===== config.mk =====
export PLATFORM = sky130hd
export DESIGN_NAME = metadata_key_value_lookup
export DESIGN_NICKNAME = d
export VERILOG_FILES = /design/src/rtl/mkvl_pkg.sv /design/src/rtl/mkvl_scan.sv /design/src/rtl/metadata_key_value_lookup.sv
export SDC_FILE = /design/constraint.sdc
export NUM_CORES = 1
export LEC_CHECK = 0
export ABC_AREA = 1
export BUFFER_PORTS_ARGS = -buffer_cell sky130_fd_sc_hd__buf_4
export CORE_MARGIN = 3
export CORE_UTILIZATION = 35
export DETAILED_ROUTE_END_ITERATION = 8
export SLEW_MARGIN = 20
export SYNTH_ARGS = -nofsm -noshare
export SYNTH_HDL_FRONTEND = slang
export SYNTH_SLANG_ARGS = --single-unit

===== constraint.sdc =====
create_clock -name clk -period 8.15 [get_ports clk]
set_clock_uncertainty 0.2 [all_clocks]
set_input_delay 0.815 -clock clk [delete_from_list [all_inputs] [get_ports clk]]
set_output_delay 0.815 -clock clk [all_outputs]
set_load 0.01 [all_outputs]

===== src/rtl/mkvl_pkg.sv =====
`timescale 1ns / 1ps
`default_nettype none
// ----------------------------------------------------------------------------
// mkvl_pkg
// Shared types and constants for the metadata key/value lookup.
// ----------------------------------------------------------------------------
package mkvl_pkg;

  localparam int MAX_KEY_LENGTH = 8;
  localparam int CHAR_W         = 8;
  localparam int KEY_LEN_W      = 4;
  localparam int KEY_CHARS_W    = 64;
  localparam int POS_W          = 4;
  localparam int KEY_IDX_W      = 3;
  localparam int CFG_INDEX_W    = 4;
  localparam int CFG_DATA_W     = 64;

  localparam logic [CHAR_W-1:0] EQUALS_CHAR = 8'h3D;
  localparam logic [CHAR_W-1:0] SPACE_CHAR  = 8'h20;
  localparam logic [CHAR_W-1:0] TAB_CHAR    = 8'h09;
  localparam logic [CHAR_W-1:0] CR_CHAR     = 8'h0D;

  localparam logic [CFG_INDEX_W-1:0] REG_KEY_LENGTH = 4'd0;
  localparam logic [CFG_INDEX_W-1:0] REG_KEY_CHARS  = 4'd1;

  typedef enum logic [3:0] {
    MODE_GAP   = 4'b0001,
    MODE_KEY   = 4'b0010,
    MODE_VALUE = 4'b0100,
    MODE_SKIP  = 4'b1000
  } scan_mode_t;

  typedef struct packed {
    logic [CHAR_W-1:0] value_char;
    logic              char_valid;
    logic              record_end;
    logic              found;
  } result_t;

endpackage
`default_nettype wire


===== src/rtl/mkvl_scan.sv =====
`timescale 1ns / 1ps
`default_nettype none
// ----------------------------------------------------------------------------
// mkvl_scan
// Token matcher: holds the scan state and forms the result for one character.
// ----------------------------------------------------------------------------
module mkvl_scan
  import mkvl_pkg::*;
(
  input  wire logic                   clk,
  input  wire logic                   rst,
  input  wire logic                   step,
  input  wire logic [CHAR_W-1:0]      ch,
  input  wire logic                   last,
  input  wire logic [KEY_LEN_W-1:0]   key_length,
  input  wire logic [KEY_CHARS_W-1:0] key_chars,
  output result_t                     result,
  output logic                        produce
);

  scan_mode_t       scan_mode, scan_mode_next;
  logic [POS_W-1:0] match_position, match_position_next;
  logic             key_found, key_found_next;

  logic              blank;
  logic              too_long;
  logic [POS_W-1:0]  pos_cur;
  logic [CHAR_W-1:0] key_byte;
  scan_mode_t        cmp_mode;
  logic [POS_W-1:0]  cmp_pos;
  logic              emit;

  assign blank    = (ch == SPACE_CHAR) || ((ch >= TAB_CHAR) && (ch <= CR_CHAR));
  assign too_long = key_length > KEY_LEN_W'(MAX_KEY_LENGTH);
  assign pos_cur  = (scan_mode == MODE_GAP) ? '0 : match_position;
  assign key_byte = key_chars[pos_cur[KEY_IDX_W-1:0]*CHAR_W +: CHAR_W];

  // one key compare step
  always_comb begin
    cmp_pos = pos_cur;
    if (too_long) begin
      cmp_mode = MODE_SKIP;
    end else if (pos_cur < key_length) begin
      if (ch == key_byte) begin
        cmp_pos  = pos_cur + POS_W'(1);
        cmp_mode = MODE_KEY;
      end else begin
        cmp_mode = MODE_SKIP;
      end
    end else if (ch == EQUALS_CHAR) begin
      cmp_mode = MODE_VALUE;
    end else begin
      cmp_mode = MODE_SKIP;
    end
  end

  always_comb begin
    scan_mode_next      = scan_mode;
    match_position_next = match_position;
    key_found_next      = key_found;
    emit                = 1'b0;
    if (blank) begin
      scan_mode_next = MODE_GAP;
    end else begin
      unique case (scan_mode)
        MODE_GAP: begin
          if (key_found) begin
            scan_mode_next = MODE_SKIP;
          end else begin
            scan_mode_next      = cmp_mode;
            match_position_next = cmp_pos;
          end
        end
        MODE_KEY: begin
          scan_mode_next      = cmp_mode;
          match_position_next = cmp_pos;
        end
        MODE_VALUE: begin
          emit           = 1'b1;
          key_found_next = 1'b1;
        end
        MODE_SKIP: ;
        default: ;
      endcase
    end
  end

  assign produce           = emit || last;
  assign result.value_char = emit ? ch : '0;
  assign result.char_valid = emit;
  assign result.record_end = last;
  assign result.found      = last && key_found_next;

  always_ff @(posedge clk) begin
    if (rst) begin
      scan_mode      <= MODE_GAP;
      match_position <= '0;
      key_found      <= 1'b0;
    end else if (step) begin
      if (last) begin
        scan_mode      <= MODE_GAP;
        match_position <= '0;
        key_found      <= 1'b0;
      end else begin
        scan_mode      <= scan_mode_next;
        match_position <= match_position_next;
        key_found      <= key_found_next;
      end
    end
  end

`ifndef NO_ASSERTIONS
  a_found_no_key: assert property (@(posedge clk) disable iff (rst)
    key_found |-> (scan_mode != MODE_KEY))
    else $error("key compare after a value was found");

  a_pos_range: assert property (@(posedge clk) disable iff (rst)
    match_position <= POS_W'(MAX_KEY_LENGTH))
    else $error("match position beyond key length");

  a_record_reset: assert property (@(posedge clk) disable iff (rst)
    (step && last) |=> (scan_mode == MODE_GAP && match_position == '0 && !key_found))
    else $error("scan state not cleared after record end");
`endif

endmodule
`default_nettype wire


===== src/rtl/metadata_key_value_lookup.sv =====
`timescale 1ns / 1ps
`default_nettype none
// ----------------------------------------------------------------------------
// metadata_key_value_lookup
// Extracts the value of the first Key=Value token of a record whose key matches the configured key.
// ----------------------------------------------------------------------------
// channel   dir  handshake           contents
// s_axis    in   tvalid/tready       tdata = ch, tlast = last_of_record
// m_axis    out  tvalid/tready       tdata = value_char, tlast = record_end,
//                                    tuser = char_valid, found
// cfg       in   cfg_wr_en           cfg_index, cfg_data (no wait, no read)
//
// One word per cycle sustained while the result register is not stalled; each word passes
// through the input register, then the match logic into the result register.
// Words that give no result leave the input register without stalling.
// A stalled result register holds the next word that gives a result in the input register.
// rst is synchronous, active high; key registers reset to zero.
// ----------------------------------------------------------------------------
module metadata_key_value_lookup
  import mkvl_pkg::*;
(
  input  wire logic                   clk,
  input  wire logic                   rst,
  input  wire logic                   s_axis_tvalid,
  output logic                        s_axis_tready,
  input  wire logic [CHAR_W-1:0]      s_axis_tdata,   // [7:0] ch
  input  wire logic                   s_axis_tlast,
  output logic                        m_axis_tvalid,
  input  wire logic                   m_axis_tready,
  output logic [CHAR_W-1:0]           m_axis_tdata,   // [7:0] value_char
  output logic [1:0]                  m_axis_tuser,   // [0] char_valid, [1] found
  output logic                        m_axis_tlast,
  input  wire logic                   cfg_wr_en,
  input  wire logic [CFG_INDEX_W-1:0] cfg_index,
  input  wire logic [CFG_DATA_W-1:0]  cfg_data
);

  logic [KEY_LEN_W-1:0]   key_length;
  logic [KEY_CHARS_W-1:0] key_chars;

  logic              in_valid;
  logic [CHAR_W-1:0] in_ch;
  logic              in_last;

  logic    out_valid;
  result_t out_word;

  result_t result;
  logic    produce;
  logic    step;

  assign step          = in_valid && (!out_valid || m_axis_tready || !produce);
  assign s_axis_tready = !in_valid || step;

  always_ff @(posedge clk) begin
    if (rst) begin
      key_length <= '0;
      key_chars  <= '0;
    end else if (cfg_wr_en) begin
      if (cfg_index == REG_KEY_LENGTH) begin
        key_length <= cfg_data[KEY_LEN_W-1:0];
      end else if (cfg_index == REG_KEY_CHARS) begin
        key_chars <= cfg_data[KEY_CHARS_W-1:0];
      end
    end
  end

  always_ff @(posedge clk) begin
    if (rst) begin
      in_valid <= 1'b0;
    end else if (s_axis_tready) begin
      in_valid <= s_axis_tvalid;
    end
  end

  always_ff @(posedge clk) begin
    if (s_axis_tready && s_axis_tvalid) begin
      in_ch   <= s_axis_tdata;
      in_last <= s_axis_tlast;
    end
  end

  mkvl_scan u_scan (
    .clk        (clk),
    .rst        (rst),
    .step       (step),
    .ch         (in_ch),
    .last       (in_last),
    .key_length (key_length),
    .key_chars  (key_chars),
    .result     (result),
    .produce    (produce)
  );

  always_ff @(posedge clk) begin
    if (rst) begin
      out_valid <= 1'b0;
    end else if (step && produce) begin
      out_valid <= 1'b1;
    end else if (m_axis_tready) begin
      out_valid <= 1'b0;
    end
  end

  always_ff @(posedge clk) begin
    if (step && produce) begin
      out_word <= result;
    end
  end

  assign m_axis_tvalid   = out_valid;
  assign m_axis_tdata    = out_word.value_char;
  assign m_axis_tlast    = out_word.record_end;
  assign m_axis_tuser[0] = out_word.char_valid;
  assign m_axis_tuser[1] = out_word.found;

`ifndef NO_ASSERTIONS
  a_empty_is_end: assert property (@(posedge clk) disable iff (rst)
    (out_valid && !out_word.char_valid) |-> out_word.record_end)
    else $error("result word with neither value nor record end");

  a_found_at_end: assert property (@(posedge clk) disable iff (rst)
    (out_valid && out_word.found) |-> out_word.record_end)
    else $error("found flag outside record end");

  a_no_overwrite: assert property (@(posedge clk) disable iff (rst)
    (out_valid && !m_axis_tready && in_valid && produce) |-> !step)
    else $error("pending result overwritten");
`endif

endmodule
`default_nettype wire

# Yosys cells after proc, flatten, opt, wreduce, memory -nomap -nowiden
# Cells that the tools add are included.
# totals
register_bits	99
in_bits	82
out_inout_bits	13
elab_cells	73
# op_classes
addsub	1
order_cmp	4
eq_ne	9
shifts	1
n_mux	23
bitwise	1
reduce_logical	21
# ops
cell	count
$shiftx A64 B7 Y8	1
$mux W4	14
$eq A8 B6 Y1 const B	2
$pmux W4 S2	2
$eq A4 B1 Y1 const B	2
$eq A8 B8 Y1	1
$ge A8 B4 Y1 const B	1
$le A8 B4 Y1 const B	1
$mux W1	7
$logic_and A1 B1 Y1	5
$logic_or A1 B1 Y1	5
$add A4 B1 Y4 const B	1
$eq A4 B2 Y1 const B	1
$eq A4 B3 Y1 const B	1
$gt A4 B4 Y1 const B	1
$logic_not A4 Y1	1
$lt A4 B4 Y1	1
$reduce_and A2 Y1	2
$reduce_and A4 Y1	1
$reduce_bool A4 Y1	1
$logic_not A1 Y1	3
$ne A3 B3 Y1 const B	1
$reduce_and A3 Y1	1
$reduce_bool A3 Y1	1
other kinds (3)	3

# Longest topological paths before layout
# Gate-level depths: netlist of run 1.
# depth
depth_word	11
depth_mapped	19
mapped_depth_nobuf	18

# Modules after synthesis
# A second synthesis of run 1 with hierarchy kept.
# unflattened
cells_unflattened	890
hier_area_um2	5753.0
# modules_own_cells
mod	instances	cells_per_inst	area_each_um2
metadata_key_value_lookup	1	494	3749.8
mkvl_scan	1	396	2003.2

# Worst setup path before layout of run 1
# No wires, ideal clock.
# synth_timing
path_kind	register to register
start	register u_scan.scan_mode[1]
end	register u_scan.match_position[3]
setup_time_ns	0.067
arrival_ns	2.301
path_slack_ns	5.582
stages_incl_launch_ff	18
path_buffers	2
synth_period_minus_slack_ns	2.568
cell_sequence	dfxtp_1 -> nor2_4 -> nand2_4 -> buf_8 -> buf_12 -> nand2_1 -> inv_1 -> ha_1 -> a21oi_1 -> a21boi_0 -> nand3_1 -> nor2_1 -> nand2_1 -> nor2_4 -> nand3_1 -> nand2_1 -> nand2_1 -> a21oi_2
# synth_via
elab_chain_len	11
elab_cells_between_ends	24
# synth_rtl
item	line	rtl
from (decl)	mkvl_scan.sv:21	scan_mode_t scan_mode, scan_mode_next;
from (signal assigned)	mkvl_scan.sv:105	scan_mode <= scan_mode_next;
$eq A4 B1 Y1	mkvl_scan.sv:35, mkvl_scan.sv:65	
$mux W4	mkvl_scan.sv:35	assign pos_cur = (scan_mode == MODE_GAP) ? '0 : match_position;
$shiftx A64 B7 Y8	mkvl_scan.sv:36	assign key_byte = key_chars[pos_cur[KEY_IDX_W-1:0]*CHAR_W +: CHAR_W];
$eq A8 B8 Y1	mkvl_scan.sv:44	if (ch == key_byte) begin
$mux W4	mkvl_scan.sv:44	
$mux W4	mkvl_scan.sv:43	end else if (pos_cur < key_length) begin
$mux W4	mkvl_scan.sv:41	if (too_long) begin
$mux W4	mkvl_scan.sv:67	if (key_found) begin
$pmux W4 S2	mkvl_scan.sv:65	unique case (scan_mode)
$mux W4	mkvl_scan.sv:62	if (blank) begin
$mux W4	mkvl_scan.sv:100	if (last) begin
to (signal assigned)	mkvl_scan.sv:106	match_position <= match_position_next;
to (decl)	mkvl_scan.sv:22	logic [POS_W-1:0] match_position, match_position_next;
# Several ways; a longest one is shown, not always the timed one. The select of a mux whose other input is x is not followed.
# A chain may end at the register's enable or synchronous reset.

# Worst setup path in the final report of run 1
# layout_timing
start	register in_ch[1]
end	output s_axis_tready
# layout_via
elab_chain_len	9
elab_cells_between_ends	11
# layout_rtl
item	line	rtl
from (decl)	metadata_key_value_lookup.sv:42	logic [CHAR_W-1:0] in_ch;
from (signal assigned)	metadata_key_value_lookup.sv:78	in_ch <= s_axis_tdata;
$ge A8 B4 Y1 / $le A8 B4 Y1 (equally long branches)	mkvl_scan.sv:33	assign blank = (ch == SPACE_CHAR) || ((ch >= TAB_CHAR) && (ch <= CR_CHAR));
$logic_and A1 B1 Y1	mkvl_scan.sv:33	
$logic_or A1 B1 Y1 (*)	mkvl_scan.sv:33	
$mux W1 (*)	mkvl_scan.sv:62	
$logic_or A1 B1 Y1 (*)	mkvl_scan.sv:88	assign produce = emit || last;
$logic_not A1 Y1 (*)	metadata_key_value_lookup.sv:52	assign step = in_valid && (!out_valid || m_axis_tready || !produce);
$logic_or A1 B1 Y1 (*)	metadata_key_value_lookup.sv:52	
$logic_and A1 B1 Y1 (*)	metadata_key_value_lookup.sv:52	
$logic_or A1 B1 Y1 (*)	metadata_key_value_lookup.sv:53	assign s_axis_tready = !in_valid || step;
to (decl)	metadata_key_value_lookup.sv:25	output logic s_axis_tready,
# Every way passes the cells marked *; elsewhere a longest branch is shown, timed or not.

==> results of run 1 <==
cells in the final DEF (no fill, tap or decap):
cell       instances
edfxtp_1          20
inv_2              1
a21oi_2            2
o2111ai_2          4
nor2_1            25
inv_6              1
a31oi_1            1
dfxtp_1           79
bufinv_16          2
nor3_1             5
nand3_1           73
nor2_4             3
clkbuf_16         10
nand2_4            2
nand3_2            7
a21oi_1           81
clkbuf_8           3
buf_4             97
nand2_1          126
o211ai_1           2
inv_1            100
nor2_2             1
or2_2              1
o2111ai_1          2
nand4_1            6
a21boi_0           1
o21ai_0           73
nand3_4            1
ha_1               4
nand2_2            2
nand3b_1           1
clkinv_2           1
critical path: stages, from the launching register on:
cell and delay [ps]:
edfxtp_1 400, inv_1 100, o21ai_0 170, nand2_1 60, nand4_1 180, nand4_1 430
nand2_1 260, nand3_1 140, buf_4 170
routing by layer:
layer	global-route usage	vias to the layer above	routed length (um)
li1	-	2307	-
met1	0.220	2015	5800
met2	0.274	131	5960
met3	0.0413	23	697
met4	0.0726	0	288
met5	0	-	0
final timing paths:
check                              to  slack, ps  cells past startpoint
min reg2reg             key_chars[33]        250                      2
min                     key_chars[33]        250                      2
max reg2reg  u_scan.match_position[2]       4960                     17
max                     s_axis_tready       4860                      8
flip-flops by register name (all words and copies together), names as in the netlist:
name                   flops
key_chars                 64
in_ch                      8
m_axis_tdata               8
key_length                 4
u_scan.match_position      4
u_scan.scan_mode           4
m_axis_tuser               2
in_last                    1
in_valid                   1
m_axis_tlast               1
m_axis_tvalid              1
u_scan.key_found           1
layout make-up:
type / count / area share
flip-flops and latches: 99 / 0.364
repair buffers: 97 / 0.122
well taps: 176 / 0.0368
clock inverters: 3 / 0.0109
inverters: 102 / 0.0647
multi-input cells: 423 / 0.353
clock buffers: 13 / 0.0487
per-stage QoR:
stage	cell area [um^2]	power, mW	std cells
6_report	5990	1.10	913
5_1_grt	5990	1.14	913
4_1_cts	5990	1.11	913
3_5_place_dp	5630	0.621	897
3_3_place_gp	5630	0.618	897
2_1_floorplan	4890	0.579	662
cells by family (layout without fill, tap and decap cells):
group	count (synthesis)	count (layout)	synth area share
adders and majority gates	4	4	0.0102
buffers and inverters	140	215	0.124
and+or+nand+nor	253	253	0.237
DFF	99	99	0.446
AOI/OAI and AO/OA	166	166	0.183
report_power, final:
part / total, mW / switching (mW) / internal [mW]
clock: 0.490 / 0.178 / 0.312
combinational: 0.0897 / 0.0478 / 0.0419
sequential: 0.520 / 0.00795 / 0.512
total: 1.10 / 0.233 / 0.866
cell usage after synthesis:
cell type	count
clkbuf_1	22
dfxtp_1	79
buf_8	1
buf_1	1
inv_6	1
buf_4	2
a21oi_2	2
a21boi_0	1
nand2_2	2
buf_6	4
nor2_1	25
nand2_1	126
nor2_4	3
a21oi_1	81
o2111ai_2	4
nand3_2	7
nor3_1	5
buf_2	7
edfxtp_1	20
nand2_4	2
buf_12	1
o2111ai_1	2
o21ai_0	73
inv_1	100
nand3_1	74
ha_1	4
inv_2	1
a31oi_1	1
o211ai_1	2
nand4_1	6
nand3b_1	1
or2_2	1
nor2_2	1
==> flow_summary.ini, run 1 <==
[clock_tree]
cts_resized = 0
root_buffer = clkbuf_16
hold_buffers = 0
post_cts_buffers = 0
clock_sinks = 99
cts_max_level = 3
clk_pin_slew_ps = 60
cts-buffers-inserted = 9
tritoncts = done
clockBufferDepth = 2
clkLatencyLatePin_ps = 350

[global_route]
grt_pass1_vias = 4325
gr-total-overflow = 0
grt_usage = 0.171
grt_max_degree = 78
grt_pass1_wl_um = 20400
antenna_found_initial = 0

[sta]
fmax_mhz = 304
whs_ps = 248
tightestPinTransition_ps = 719
finalCritPeriodShare = 0.403
rsz0062_at_grt = no
maxSlewViolCount = 0
final-setup-viol-count = 0
relSlewSlack = 0.520
finalWorstSetupSlack_ps = 4860
fin_tns_setup_ps = 0
hold_viol = 0
fin_crit_ps = 3290

[drt]
num_vias = 4476
viasPerCell = 4.90
drt_iter0_drc = 240
drt-total-wl_um = 12700
wl_per_cell_um = 14.0
drc = 0
final_antenna_net_count = 0
drtPass1Iterations = 7

[layout]
nNetsFinal = 818
area_growth_pct = 22.5
antennaDiodeCount = 0
multi_input_area_um2 = 2120
drive_above_1_share = 0.187
fill_cells = 1399
utilization = 0.445
seqCellArea_um2 = 2180

[synth]
ys.warnings.count = 0
synth_largest_area_cell = dfxtp_1
synthCells = 662
yosysTopAreaCellShare = 0.323
ys_ff_latch = 99
synth_nets = 748
ys_top_cells_by_area = dfxtp_1 (32%), edfxtp_1 (12%), nand2_1 (9.7%)
syn_area_per_cell_um2 = 7.39
ys_seq_area_frac = 0.446
netlist_area_um2 = 4890
ys_types = 33

[setup_path]
required_ps = 7130
cp.arrival_ps = 2270
end_kind = output pin
worst-path-max-fanout = 12
worstSetupPathType = reg -> out
crit_path_start = in_ch[1]
r2r-start = u_scan.scan_mode[0]
cp-start-kind = register

[place]
gp_congestion = 0.887
dpl_worst_slack_ps = 5010
dp_hpwl_um = 9590
portBuffers = 94

[pwr]
powerDensity_nw_per_um2 = 184
leakagePower_nw = 2.44
ir_worst_vdd_mv = 0.113

[floorplan]
die_w_um = 124
die_h_um = 124
core_um2 = 13500
start_util = 0.363
core.rowCount = 42
die_area_um2 = 15400
io_pins = 95

[run_status]
status = complete, no violations

[worst_hold_path]
worst_hold_startpoint = key_chars[33]
holdCritPathClass = reg -> reg

[run]
max_cap_violations = 0
No activity file was read; power rests on OpenSTA's default activity.
==> inputs of run 2 (changes only) <==
--- a/config.mk
+++ b/config.mk
@@ -5,7 +5,7 @@
 export SDC_FILE = /design/constraint.sdc
 export NUM_CORES = 1
 export LEC_CHECK = 0
-export ABC_AREA = 1
+export ABC_AREA = 0
 export BUFFER_PORTS_ARGS = -buffer_cell sky130_fd_sc_hd__buf_4
 export CORE_MARGIN = 3
 export CORE_UTILIZATION = 35
==> constraint.sdc (replaced) <==
create_clock -name clk -period 3 [get_ports clk]
set_clock_uncertainty 0.2 [all_clocks]
set_input_delay 0.3 -clock clk [delete_from_list [all_inputs] [get_ports clk]]
set_output_delay 0.3 -clock clk [all_outputs]
set_load 0.01 [all_outputs]
==> flow_summary.ini, run 2 <==
[drt]
viasPerCell = 5.06
drt-total-wl_um = 12900
drt_iter0_drc = 265
final_antenna_net_count = 0
drc = 0
drtPass1Iterations = 4
num_vias = 4358
wl_per_cell_um = 14.9

[synth]
synthCells = 549
ys_top_cells_by_area = dfxtp_1 (33%), edfxtp_1 (13%), nand2_1 (11%)
synth_common_cells = nand2_1 (144), dfxtp_1 (79), a21oi_1 (74)
async_flop_share = 0
yosysTopAreaCellShare = 0.334
syn_area_per_cell_um2 = 8.63
ys_types = 65
synth_largest_area_cell = dfxtp_1
synth.most_common_cell = nand2_1
synthFlopType = dfxtp_1
synth_nets = 635
netlist_area_um2 = 4740
synth-edff-count = 20
ys_seq_area_frac = 0.461
ys_ff_latch = 99
ys.warnings.count = 0

[clock_tree]
post_cts_buffers = 0
clkLatencyLatePin_ps = 350
cts_max_level = 3
clock_sinks = 99
tritoncts = done
clockBufferDepth = 2
clk_pin_slew_ps = 60
cts-buffers-inserted = 9
root_buffer = clkbuf_16

[floorplan]
io_pins = 95
core_um2 = 12900
die_w_um = 122
start_util = 0.366
core.rowCount = 41
die_h_um = 122
die_area_um2 = 15000

[layout]
fill_cells = 1253
layout_common_cells = nand2_1 (143), buf_4 (120), dfxtp_1 (79)
nNetsFinal = 772
layout_commonest_cell = nand2_1
utilization = 0.499
largest_reg_flops = 64
drive_above_1_share = 0.235
antennaDiodeCount = 0
largest-register = key_chars
area_growth_pct = 36.1

[setup_path]
worst-path-max-fanout = 3
cp_top_family = simple AND/OR/NAND/NOR gates
cp.arrival_ps = 2380
cp-start-kind = register
end_kind = output pin
r2r_slack_ps = 150
crit_cells = 6
r2r_cells = 8
crit_chain = or4b_4, or4_4, and3_1, o21ai_2, or2_1, buf_4
cp_slowest_cell = or4b_4
worstSetupPathType = reg -> out
r2r_end = u_scan.match_position[0]
r2r-start = u_scan.match_position[2]
crit_end = s_axis_tready
required_ps = 2500
path_buf_inv = 1
slowest_delay_ps = 550
crit_path_start = in_ch[1]

[run_status]
status = complete, no violations

[sta]
hold_viol = 0
relSlewSlack = 0.470
finalCritPeriodShare = 0.961
fmax_mhz = 347
fin_crit_ps = 2880
maxSlewViolCount = 0
tightestPinTransition_ps = 795
final-setup-viol-count = 0
fin_tns_setup_ps = 0

[pwr]
ir_worst_vdd_mv = 0.290
combPwrFrac = 0.106
power.share.clock = 0.391
seqPwrFrac = 0.503
leakagePower_nw = 2.40
powerDensity_nw_per_um2 = 433
switching_share = 0.220
p_sw_mw = 0.614
intPower_mw = 2.18

[run]
max_cap_violations = 0

[global_route]
gr-total-overflow = 0
grt_usage = 0.178
grt_pass1_vias = 4229
antenna_found_initial = 0
grt_pass1_wl_um = 20700
grt_max_degree = 76

[place]
portBuffers = 94
gp_congestion = 0.842
dp_hpwl_um = 9490

[worst_hold_path]
holdCritPathClass = in -> reg
run 2: cell types whose count changed after synthesis, moves of 7 or more:
cell	previous run	this run
a211oi_1	0	10
a21oi_1	81	74
a31oi_1	1	8
and2_1	0	14
inv_1	100	15
mux2i_1	0	10
nand2_1	126	144
nand3_1	74	5
nor2b_1	0	8
o21ai_0	73	4
run 2: cell families after synthesis:
family / count (synthesis) / synth area share
and+or+nand+nor: 232 / 0.228
AOI/OAI and AO/OA: 139 / 0.194
DFF: 99 / 0.461
buffers and inverters: 51 / 0.0449
muxes: 19 / 0.0520
xor gates and xnor gates: 5 / 0.00925
adders and majority gates: 4 / 0.0106
run 2: how the worst min path moves through the flow:
stage / startpoint / to / slack [ps] / cells past startpoint
3_5_place_dp: key_chars[31] / key_chars[31] / 250 / 2
4_1_cts: cfg_data[38] / key_chars[38] / 0.3 / 3
3_3_place_gp: key_chars[29] / key_chars[29] / 240 / 2
2_1_floorplan: s_axis_tdata[0] / in_ch[0] / 200 / 0
6_report: cfg_data[44] / key_chars[44] / 10 / 3
5_1_grt: cfg_data[48] / key_chars[48] / 2 / 3
run 2: worst register-to-register path: stages, from the launching register on:
cell,delay (ps)
dfxtp_1,730
inv_1,280
o211ai_1,150
a21oi_1,140
or3_4,360
a2111oi_4,350
buf_4,210
nand3_2,110
a31o_1,220
run 2: power groups by stage:
stage	registers (mW)	clock network, mW	logic [mW]
after floorplan	1.43	0	0.114
after global placement	1.43	0	0.248
after detailed placement	1.43	0	0.252
after CTS	1.40	1.12	0.295
after global routing	1.41	1.17	0.323
final	1.40	1.09	0.295
run 2: per-layer routing:
layer	vias up	routed length, um	global-route usage
met5	-	0	0
met4	0	170	0.0504
met3	16	603	0.0461
li1	2200	-	-
met1	2029	5650	0.228
met2	113	6460	0.295
run 2: area by class of cell:
cell class	count	area, um^2	share of cell area
clock buffer	13	270	0.0419
clock inverter	2	10.0	0.00155
inverter	15	56.3	0.00873
multi-input combinational	399	2380	0.369
sequential	99	2180	0.339
tap	172	215	0.0334
timing repair buffer	162	1330	0.207
run 2: repair_timing:
| action | 4_1_cts | 5_1_grt |
|---|---|---|
| setup endpoints to repair | 0 | 14 |
| gates resized for setup | 0 | 7 |
| hold buffers | 41 | 0 |
| hold endpoints to repair | 42 | 0 |
run 2: stage by stage:
stage	power (mW)	hold WS (ps)	cell area [um^2]	std cells	setup WS, ps
floorplan	1.54	199	4740	549	47.9
global placement	1.68	244	5730	806	162
detailed placement	1.68	246	5730	806	113
CTS	2.82	0.284	6420	862	37.8
global route	2.90	2.38	6450	862	-2.13
finish	2.79	9.81	6450	862	116
==> inputs of run 3 (changes only) <==
--- a/config.mk
+++ b/config.mk
@@ -10,6 +10,7 @@
 export CORE_MARGIN = 3
 export CORE_UTILIZATION = 35
 export DETAILED_ROUTE_END_ITERATION = 8
+export SKIP_CTS_REPAIR_TIMING = 1
 export SLEW_MARGIN = 20
 export SYNTH_ARGS = -nofsm -noshare
 export SYNTH_HDL_FRONTEND = slang
==> constraint.sdc (replaced) <==
create_clock -name clk -period 2.4 [get_ports clk]
set_clock_uncertainty 0.2 [all_clocks]
set_input_delay 0.24 -clock clk [delete_from_list [all_inputs] [get_ports clk]]
set_output_delay 0.24 -clock clk [all_outputs]
set_load 0.01 [all_outputs]
==> flow_summary.ini, run 3 (synthesized netlist as in run 2, its figures left out) <==
[drt]
drc = 0
viasPerCell = 5.00
drtPass1Iterations = 4
final_antenna_net_count = 0
num_vias = 4730
wl_per_cell_um = 15.0
drt-total-wl_um = 14200
drt_iter0_drc = 243

[sta]
final-setup-viol-count = 30
maxSlewViolCount = 0
fin_crit_ps = 2860
rsz0062_at_grt = yes
finalWorstSetupSlack_ps = -457
finalCritPeriodShare = 1.19
hold_viol = 0
fmax_mhz = 350
fin_tns_setup_ps = -6480
tightestPinTransition_ps = 644
relSlewSlack = 0.570

[place]
dp_hpwl_um = 9790
portBuffers = 94
gp_congestion = 0.894
dpl_worst_slack_ps = -358

[global_route]
antenna_found_initial = 0
gr-total-overflow = 0
grt_pass1_vias = 4411
grt_usage = 0.181
grt_pass1_wl_um = 21100
grt_max_degree = 65

[worst_hold_path]
holdCritPathClass = in -> reg

[floorplan]
die_area_um2 = 15000
die_h_um = 122
io_pins = 95
core.rowCount = 41
core_um2 = 12900
start_util = 0.366
die_w_um = 122

[layout]
layout_common_cells = buf_4 (163), nand2_1 (140), dfxtp_1 (76)
drive_above_1_share = 0.305
seqCellArea_um2 = 2190
largest_reg_flops = 64
area_growth_pct = 54.6
nNetsFinal = 855
fill_cells = 1150
antennaDiodeCount = 0
largest-register = key_chars
layout_commonest_cell = buf_4
multi_input_area_um2 = 2490

[setup_path]
path_buf_inv = 2
cpMostUsedCell = buf_6
cp_slowest_cell = or4b_4
worst-path-max-fanout = 2
crit_chain = or4b_4, or4_4, and3_4, o21ai_2, or2_4, buf_6, buf_6
required_ps = 1960
cp_top_family = simple AND/OR/NAND/NOR gates
slowest_delay_ps = 540
cp.arrival_ps = 2420
worstSetupPathType = reg -> out
cp-start-kind = register
end_kind = output pin

[run_status]
status = finished with violations
violations = negative setup slack

[pwr]
switching_share = 0.234
powerDensity_nw_per_um2 = 506
ir_worst_vdd_mv = 0.359
p_sw_mw = 0.868
power.share.clock = 0.405
intPower_mw = 2.84
seqPwrFrac = 0.473
combPwrFrac = 0.123
leakagePower_nw = 2.80

[clock_tree]
root_buffer = clkbuf_16
tritoncts = done
cts-buffers-inserted = 9
clk_pin_slew_ps = 70
cts_max_level = 3
clock_sinks = 99
clkLatencyLatePin_ps = 360
clockBufferDepth = 2

[run]
max_cap_violations = 0
## run 3: cell types whose count changed in the layout (fill, tap and decap cells not counted), moves of 3 or more
cell,before,now
buf_4,120,163
buf_6,0,5
dfxtp_1,79,76
dfxtp_2,0,3
dlygate4sd3_1,41,74
nand2_1,143,140
## run 3: power groups by stage
| stage | Combinational [mW] | Sequential (mW) | Clock (mW) |
|---|---|---|---|
| floorplan | 0.156 | 1.79 | 0 |
| global placement | 0.334 | 1.79 | 0 |
| detailed placement | 0.340 | 1.79 | 0 |
| CTS | 0.341 | 1.75 | 1.55 |
| global route | 0.492 | 1.75 | 1.60 |
| finish | 0.455 | 1.75 | 1.50 |
## run 3: worst reg2reg max path: cells and delay by family (launching register included)
| kind | cells | cell delay [ps] |
|---|---|---|
| AOI/OAI and AO/OA | 3 | 360 |
| buffers and inverters | 2 | 260 |
| DFF | 1 | 410 |
| and+or+nand+nor | 4 | 1480 |
## run 3: path summary, 6_finish.rpt
path | to | slack, ps | cells after the start | from
max reg2reg | u_scan.scan_mode[3] | -360 | 9 | in_ch[7]
min reg2reg | key_chars[38] | 250 | 2 | key_chars[38]
max | s_axis_tready | -460 | 7 | in_ch[7]
min | in_valid | 10 | 2 | rst
## run 3: final cells by class
type / count / share of cell area
timing repair buffer: 244 / 0.281
clock inverter: 4 / 0.00530
sequential: 99 / 0.299
multi-input combinational: 400 / 0.340
inverter: 15 / 0.00769
tap: 172 / 0.0294
clock buffer: 12 / 0.0379
## run 3: metal layers
metal / share of wire / vias up / GRT usage
met5: 0 / - / 0
met4: 0.022 / 0 / 0.0707
met3: 0.040 / 28 / 0.0498
met2: 0.51 / 90 / 0.310
met1: 0.43 / 2239 / 0.217
li1: - / 2373 / -
## run 3: through the flow
step / power [mW] / utilization / hold WS (ps) / cell area, um^2 / cells
global placement: 2.12 / 0.475 / 219 / 6140 / 850
CTS: 3.64 / 0.499 / -161 / 6450 / 866
detailed placement: 2.13 / 0.475 / 220 / 6140 / 850
finish: 3.71 / 0.566 / 13.1 / 7320 / 946
floorplan: 1.94 / - / 139 / 4840 / 549
global route: 3.84 / 0.566 / 26.6 / 7320 / 946
